## src/sv/nsfc_pkg.sv

```systemverilog
// Shared types and constants for the NMEA sentence framer and checker.
// No dependencies; imported by nsfc_frame and the top level.
package nsfc_pkg;

  // Result status codes.
  localparam logic [1:0] ST_OK       = 2'd0;
  localparam logic [1:0] ST_MISMATCH = 2'd1;
  localparam logic [1:0] ST_OVERFLOW = 2'd2;

  // Framing characters.
  localparam logic [7:0] CH_START = 8'h24;
  localparam logic [7:0] CH_STAR  = 8'h2A;

  // One sentence result as produced by the framer.
  typedef struct packed {
    logic       valid;
    logic [1:0] status;
    logic [7:0] checksum;
    logic [7:0] sentence_length;
  } nsfc_result_t;

endpackage

```

## src/sv/nsfc_frame.sv

```systemverilog
// Sentence framing state and checksum check for one byte per beat.
// Depends on nsfc_pkg for framing characters, status codes and the result struct.
module nsfc_frame #(
  parameter int MAX_FRAME = 128
) (
  input  logic                  clk,
  input  logic                  rst,
  input  logic                  fire,
  input  logic [7:0]            rx_byte,
  output nsfc_pkg::nsfc_result_t result
);
  import nsfc_pkg::*;

  typedef enum logic [1:0] {
    PH_WAIT = 2'd0,
    PH_BODY = 2'd1,
    PH_DIG1 = 2'd2,
    PH_DIG2 = 2'd3
  } phase_t;

  localparam logic [8:0] MaxFrame = 9'(MAX_FRAME);

  phase_t     phase, phase_next;
  logic [7:0] running_xor, running_xor_next;
  logic [7:0] byte_count, byte_count_next;
  logic [7:0] first_digit, first_digit_next;
  logic [8:0] count_inc;
  logic       over;

  function automatic logic [7:0] hex_upper(input logic [3:0] nib);
    hex_upper = (nib < 4'd10) ? (8'h30 + {4'd0, nib}) : (8'h37 + {4'd0, nib});
  endfunction

  assign count_inc = {1'b0, byte_count} + 9'd1;
  assign over      = count_inc > MaxFrame;

  always_comb begin
    phase_next       = phase;
    running_xor_next = running_xor;
    byte_count_next  = byte_count;
    first_digit_next = first_digit;
    result.valid           = 1'b0;
    result.status          = ST_OK;
    result.checksum        = running_xor;
    result.sentence_length = byte_count;
    case (phase)
      PH_WAIT: begin
        if (rx_byte == CH_START) begin
          phase_next       = PH_BODY;
          running_xor_next = 8'd0;
          byte_count_next  = 8'd1;
          first_digit_next = 8'd0;
        end
      end
      default: begin
        if (over) begin
          // The overflowing byte is dropped without being looked at.
          result.valid  = 1'b1;
          result.status = ST_OVERFLOW;
          phase_next    = PH_WAIT;
        end else begin
          byte_count_next = count_inc[7:0];
          case (phase)
            PH_BODY: begin
              if (rx_byte == CH_STAR) begin
                phase_next = PH_DIG1;
              end else begin
                running_xor_next = running_xor ^ rx_byte;
              end
            end
            PH_DIG1: begin
              first_digit_next = rx_byte;
              phase_next       = PH_DIG2;
            end
            PH_DIG2: begin
              result.valid           = 1'b1;
              result.sentence_length = count_inc[7:0];
              result.status = ((first_digit == hex_upper(running_xor[7:4])) &&
                               (rx_byte == hex_upper(running_xor[3:0])))
                              ? ST_OK : ST_MISMATCH;
              phase_next = PH_WAIT;
            end
            default: begin
              phase_next = phase;
            end
          endcase
        end
      end
    endcase
  end

  always_ff @(posedge clk) begin
    if (rst) begin
      phase       <= PH_WAIT;
      running_xor <= 8'd0;
      byte_count  <= 8'd0;
      first_digit <= 8'd0;
    end else if (fire) begin
      phase       <= phase_next;
      running_xor <= running_xor_next;
      byte_count  <= byte_count_next;
      first_digit <= first_digit_next;
    end
  end

  // Inside a sentence the count never passes the frame limit.
  a_count_bound: assert property (@(posedge clk) disable iff (rst)
    phase != PH_WAIT |-> {1'b0, byte_count} <= MaxFrame)
    else $error("byte count exceeds frame limit");

  // A result can only come from a beat inside a sentence.
  a_result_in_frame: assert property (@(posedge clk) disable iff (rst)
    result.valid |-> phase != PH_WAIT)
    else $error("result raised while waiting for start");

  // Every result ends the sentence.
  a_result_ends: assert property (@(posedge clk) disable iff (rst)
    fire && result.valid |=> phase == PH_WAIT)
    else $error("sentence did not end after result");

endmodule

```

## src/sv/nmea_sentence_framer_checker_top.sv

```systemverilog
// Top level of the NMEA sentence framer and checksum checker.
// Depends on nsfc_pkg and nsfc_frame.
//
// Input channel: one received byte per beat on rx_byte (in_valid/in_ready).
// The block waits for '$', XORs the body up to the first '*', then takes
// two checksum characters and compares them with the uppercase hex of the
// XOR. Output channel (out_valid/out_ready): one result per sentence with
// status (ok, mismatch, too long), the computed checksum and the length.
// Sentences longer than MAX_FRAME bytes end early with a too-long status.
// Throughput is one byte per cycle while out_ready keeps up: a byte is
// registered in the input register, runs through the framer logic and
// its result lands in the output register, which drives out_valid.
// When the receiver stalls, the output register holds its result and the
// input register keeps one byte; further bytes wait on in_ready. Reset
// empties both registers and returns the framer to waiting for '$'.
module nmea_sentence_framer_checker_top #(
  parameter int MAX_FRAME = 128
) (
  input  logic       clk,
  input  logic       rst,
  input  logic       in_valid,
  output logic       in_ready,
  input  logic [7:0] rx_byte,
  output logic       out_valid,
  input  logic       out_ready,
  output logic [1:0] status,
  output logic [7:0] checksum,
  output logic [7:0] sentence_length
);
  import nsfc_pkg::*;

  logic         in_q_valid;
  logic [7:0]   in_q_byte;
  logic         out_free;
  logic         fire;
  nsfc_result_t result;

  assign out_free = !out_valid || out_ready;
  assign fire     = in_q_valid && out_free;
  assign in_ready = !in_q_valid || fire;

  always_ff @(posedge clk) begin
    if (rst) begin
      in_q_valid <= 1'b0;
    end else if (in_ready) begin
      in_q_valid <= in_valid;
    end
  end

  always_ff @(posedge clk) begin
    if (in_ready && in_valid) begin
      in_q_byte <= rx_byte;
    end
  end

  nsfc_frame #(
    .MAX_FRAME(MAX_FRAME)
  ) u_frame (
    .clk     (clk),
    .rst     (rst),
    .fire    (fire),
    .rx_byte (in_q_byte),
    .result  (result)
  );

  always_ff @(posedge clk) begin
    if (rst) begin
      out_valid <= 1'b0;
    end else if (out_free) begin
      out_valid <= fire && result.valid;
    end
  end

  always_ff @(posedge clk) begin
    if (out_free && fire && result.valid) begin
      status          <= result.status;
      checksum        <= result.checksum;
      sentence_length <= result.sentence_length;
    end
  end

  // A too-long result always reports exactly the frame limit.
  a_overflow_len: assert property (@(posedge clk) disable iff (rst)
    out_valid && status == ST_OVERFLOW |-> sentence_length == 8'(MAX_FRAME))
    else $error("overflow result with wrong length");

  // Only defined status codes leave the block.
  a_status_code: assert property (@(posedge clk) disable iff (rst)
    out_valid |-> status == ST_OK || status == ST_MISMATCH || status == ST_OVERFLOW)
    else $error("undefined status code");

  // The held byte is only consumed when the output side can take a result.
  a_fire_room: assert property (@(posedge clk) disable iff (rst)
    fire |-> !out_valid || out_ready)
    else $error("framer advanced into a full output register");

endmodule
```

## config.mk

```make
export PLATFORM = sky130hd
export DESIGN_NAME = nmea_sentence_framer_checker_top
export DESIGN_NICKNAME = d
export VERILOG_FILES = /design/src/sv/nsfc_pkg.sv /design/src/sv/nsfc_frame.sv /design/src/sv/nmea_sentence_framer_checker_top.sv
export SDC_FILE = /design/constraint.sdc
export NUM_CORES = 1
export LEC_CHECK = 0
export BUFFER_PORTS_ARGS = -buffer_cell sky130_fd_sc_hd__buf_2
export CORE_ASPECT_RATIO = 0.7
export CORE_MARGIN = 4
export CORE_UTILIZATION = 52
export DETAILED_ROUTE_END_ITERATION = 6
export PLACE_DENSITY = 0.75
export SKIP_LAST_GASP = 1
export SLEW_MARGIN = 30
export SYNTH_ARGS = -nofsm -noshare
export SYNTH_HDL_FRONTEND = slang
export SYNTH_HIERARCHICAL = 1
export SYNTH_SLANG_ARGS = --single-unit
```

## constraint.sdc

```tcl
create_clock -name clk -period 3.1 [get_ports clk]
set_input_delay 0.155 -clock clk [delete_from_list [all_inputs] [get_ports clk]]
set_output_delay 0.155 -clock clk [all_outputs]
set_load 0.03 [all_outputs]
```

# After elaboration in Yosys (flattened, before gate mapping)
# Cells that the tools add are included.
# W data, S select, Z words.
# totals
out_inout_bits,20
latchBits,0
mem_bits_rw,0
romBits,0
in_bits,12
ff_bits,54
word_cells,76
mem_count,0
# op_classes
div,0
n_addsub,5
n_eq_ne,11
muxes,25
reduce_logical,19
n_lt_le_gt_ge,3
n_bitwise,2
mul,0
shifts,0
# ops
operator,n
$mux W8,16
$add A6 B4 Y7 const A,4
$eq A8 B6 Y1 const B,2
$eq A8 B8 Y1,2
$add A8 B1 Y9 const B,1
$gt A9 B8 Y1 const B,1
$mux W3,3
$lt A4 B4 Y1 const B,2
$mux W2,4
$reduce_and A4 Y1,2
$xor A8 B8 Y8,1
$logic_and A1 B1 Y1,6
$pmux W2 S3,1
$reduce_and A5 Y1,1
$reduce_bool A5 Y1,1
$eq A2 B2 Y1 const B,2
$ne A2 B2 Y1 const B,2
$ne A4 B2 Y1 const B,1
$reduce_bool A2 Y1,2
$reduce_and A3 Y1,1
$reduce_or A3 Y1,1
$eq A2 B1 Y1 const B,1
$logic_not A1 Y1,2
$logic_not A2 Y1,1
other kinds (4),5

# Logic depth before layout (Yosys ltp)
# depth
depth_word,9
mapped_depth,10
depth_no_buf,8

# Cells and area by module
# The synthesis kept the hierarchy.
# modules_own_cells
mod,cells_per_inst,instances,area_per_inst_um2
nsfc_frame,248,1,1965.6
nmea_sentence_framer_checker_top,37,1,883.3

# Worst setup path before layout
# Ideal clock, no wire load.
# synth_timing
path_kind,register to register
start,register u_frame.byte_count[1]
end,"register checksum[0], enable pin"
path_stages_with_launch,11
setup_slack_ns,-0.159
synth_period_minus_slack_ns,3.259
path_buffers,2
arrival_time_ns,2.864
cell_sequence,dfxtp_1 > ha_1 > clkbuf_1 > and3_1 > nor4_1 > o22ai_1 > a21oi_1 > buf_2 > a21oi_1 > nand2_1 > nor2b_1
# synth_rtl
element,line,text
"start, declared",nsfc_frame.sv:25,"logic [7:0] byte_count, byte_count_next;"
"start signal, assigned",nsfc_frame.sv:101,byte_count <= byte_count_next;
"end signal, assigned",nmea_sentence_framer_checker_top.sv:77,checksum <= result.checksum;
"end, declared",nmea_sentence_framer_checker_top.sv:27,"output logic [7:0] checksum,"

==> summary.md <==
| Metric | Value |
|---|---|
| Final period utilization | `87.92%` |
| Sequential element share of the synthesized area | `47.08%` |
| Power Dens Cells | `394.8 mW/mm^2` |
| DR WL/cell | `16.21 um` |
| Post-synthesis xor/xnor area fraction | `4.304%` |
| Peak VDD IR | `0.0002518 V` |
| Max clock buf depth | `2` |
| CP Cell Sequence | `ha_1 -> and3_1 -> nor4_1 -> o22ai_1 -> a21oi_1 -> a21oi_1 -> nand2_1 -> nor2b_2 -> buf_12` |
| Post-synthesis simple-gate area fraction | `17.87%` |
| Placed Area | `0.003057 sq mm` |
| WP data required | `3.12 ns` |
| Post-synth EDFFs | `26` |
| Total core area | `0.005285 sq mm` |
| DP Worst Slack | `0.4210 ns` |
| I/O Buffers | `31` |
| Final nets | `332` |
| Mapped Avg Cell Area | `9.996 sq um` |
| Clock root cell | `clkbuf_8` |
| Post-CTS Hold Buffers | `0` |
| First-pass GRT wire length | `9.949 mm` |
| Drt initial violations | `311` |
| Post-Route WL | `6.209 mm` |
| Synth unique cells | `57` |
| Clock skew | `0.005098 ns` |
| Setup bufs post-CTS | `0` |
| CTS tree | `yes` |
| Starting Density | `53.91%` |
| Fraction of layout cells with a size suffix above 1 | `17.04%` |
| Compound-gate portion of the synthesized area | `20.99%` |
| # DRC | `0` |
| CTS resizes | `0` |
| Largest family of logic cells by synthesized area | `compound AO/OA/AOI/OAI gates` |
| Fillers | `468` |
| Vias | `2263` |
| LEAKAGE | `1.211 nW` |
| Setup_tns | `0 ns` |
| Synth Flop Type | `dfxtp_1` |
| Vias in the first global route | `1945` |
| IO Pins | `32` |
| Crit. End Element | `flip-flop` |
| Die area | `0.006746 sq mm` |
| Total GRT Usage | `19.05%` |
| Actual slew at the worst max-slew pin | `0.7906 ns` |
| Status | `complete, no violations` |
| Async S/R FF share, synth | `0%` |
| Die height | `69.93 um` |
| Fin area | `0.003163 sq mm` |
| Area Growth Syn to Fin | `11.02%` |
| Hpwl dp | `4.575 mm` |
| Met3 usage | `4.413%` |
| Area leader, netlist | `edfxtp_1` |
| Fin. Hold Viols | `0` |
| Pins Over Slew Limit | `0` |
| Worst hold margin | `0.02106 ns` |
| Syn Std Cell Area | `0.002849 sq mm` |
| Clock sink total | `54` |
| Via density | `5.909` |
| Crit-path most repeated cell | `a21oi_1` |
| Chip Width | `96.47 um` |
| CP startpoint kind | `flip-flop` |
| Total gr overflow | `0` |
| CP max stage delay | `0.50 ns` |
| RD Place Congestion | `0.9311` |
| Hold Crit Class | `in -> reg` |
| CTS buffer count | `5` |
| Fin crit period | `2.726 ns` |
| Row Count | `22` |
| DRT antenna net count | `0` |
| #FFs+latches synth | `54` |
| H-tree depth | `2` |
| Crit-path slowest cell | `dfxtp_1` |
| Clk Latency, worst-skew pair | `0.30 ns` |
| RSZ-0062 raised after global routing | `no` |
| GRT Max-Usage Layer | `met1` |
| Worst-path clk slew | `0.09 ns` |
| Critical path class | `reg -> reg` |
| Post-synthesis mux area share | `0.7466%` |
| Crit path DAT | `2.75 ns` |
| Final Util | `59.85%` |
| Synth area leaders | `edfxtp_1 (27%), dfxtp_1 (20%), ha_1 (4.4%)` |
| Share of the synthesized area in the top cell type | `27.40%` |
| GRT met1 Usage | `31.59%` |
| Syn. warnings | `6` |
| Initial antenna violation count | `0` |
| Adder-Cell Fraction of Synth Area | `4.392%` |
| Final worst slack | `0.3744 ns` |
| Largest net degree at the start of global routing | `19` |
| Cell count after synthesis | `285` |
| Setup violations, final | `0` |
| Max_cap viols | `0` |
| Worst-path maximum fanout | `18` |
| Ant diodes | `0` |
| Relative slew slack | `47.29%` |
| Fmax | `366.9 MHz` |
| Met2 usage | `23.47%` |
| DRT Pass-1 Iters | `4` |
| Syn Nets | `307` |
==> critical path, delay by kind of cell (launching register included) <==
kind / cells / cell delay, ns
AND/OR/NAND/NOR: 4 / 0.60
AO/OA/AOI/OAI: 3 / 0.83
buffers and inverters: 1 / 0.17
adder cells (fa/ha/maj): 1 / 0.35
flip-flops: 1 / 0.50
==> state kept, by name, indices dropped and copies added (netlist names), 2 cells and up <==
| name | flops |
|---|---|
| checksum | 8 |
| in_q_byte | 8 |
| sentence_length | 8 |
| status | 2 |
| u_frame/byte_count | 8 |
| u_frame/first_digit | 8 |
| u_frame/phase | 2 |
| u_frame/running_xor | 8 |
==> cell type report <==
type / instances / area (sq um) / share of cell area, %
inverter: 13 / 48.80 / 1.543
clock buffer: 7 / 76.32 / 2.413
timing repair buffer: 35 / 197.7 / 6.250
clock inverter: 1 / 30.03 / 0.9494
multi-input combinational: 201 / 1379 / 43.59
sequential: 54 / 1341 / 42.41
tap: 72 / 90.09 / 2.848
==> report_power, final <==
part / internal (mW) / total [mW] / switching, mW
logic: 0.0150 / 0.0320 / 0.0170
clock network: 0.242 / 0.454 / 0.212
registers: 0.749 / 0.762 / 0.0131
==> path summary, 6_finish.rpt <==
check                                            from                             endpoint  slack [ns]  depth (start not counted)
setup / recovery   u_frame/byte_count[1]$_SDFFE_PP0P_                checksum[0]$_DFFE_PP_        0.37                          9
hold / removal                             rx_byte[5]               in_q_byte[5]$_DFFE_PP_        0.02                          1
setup reg to reg   u_frame/byte_count[1]$_SDFFE_PP0P_                checksum[0]$_DFFE_PP_        0.37                          9
hold reg to reg   u_frame/first_digit[4]$_SDFFE_PP0P_  u_frame/first_digit[4]$_SDFFE_PP0P_        0.50                          1
==> Yosys cell counts, types with 6 or more instances <==
master	instances
dfxtp_1	28
nand2_1	27
edfxtp_1	26
a21oi_1	19
nand3_1	15
inv_1	13
ha_1	10
nor2_1	10
o21ai_0	10
xnor2_1	10
a32o_1	8
clkbuf_1	8
nor2b_1	8
buf_2	6
o211ai_1	6
==> routing by layer <==
metal  part of all wire [%]  wire length, um
met1                     52             3240
met2                     39             2399
met3                    8.0              494
met4                    1.2               74
met5                      0                0
==> cells in the final DEF, fill, tap and decap left out, types with 6 or more instances in the layout <==
cell type  synthesis  layout
ha_1              10      10
nand3_1           15      15
dfxtp_1           28      28
nand2_1           27      27
nor2_1            10      10
a32o_1             8       8
edfxtp_1          26      26
inv_1             13      13
a21oi_1           19      19
o21ai_0           10      10
o211ai_1           6       6
xnor2_1           10      10
buf_2              6      31
nor2b_1            8       7
==> through the flow <==
step,total power [mW],std cells
after CTS,1.260,383
after detailed placement,0.8100,375
after floorplan,0.7938,285
after global placement,0.8092,375
after global routing,1.297,383
final,1.249,383
==> cell families after synthesis <==
family / after synthesis
AO/OA/AOI/OAI: 82
flip-flops: 54
adder cells (fa/ha/maj): 10
AND/OR/NAND/NOR: 93
buffers and inverters: 30
multiplexers: 2
XOR/XNOR: 14
Power figures use the tool's default switching activity.
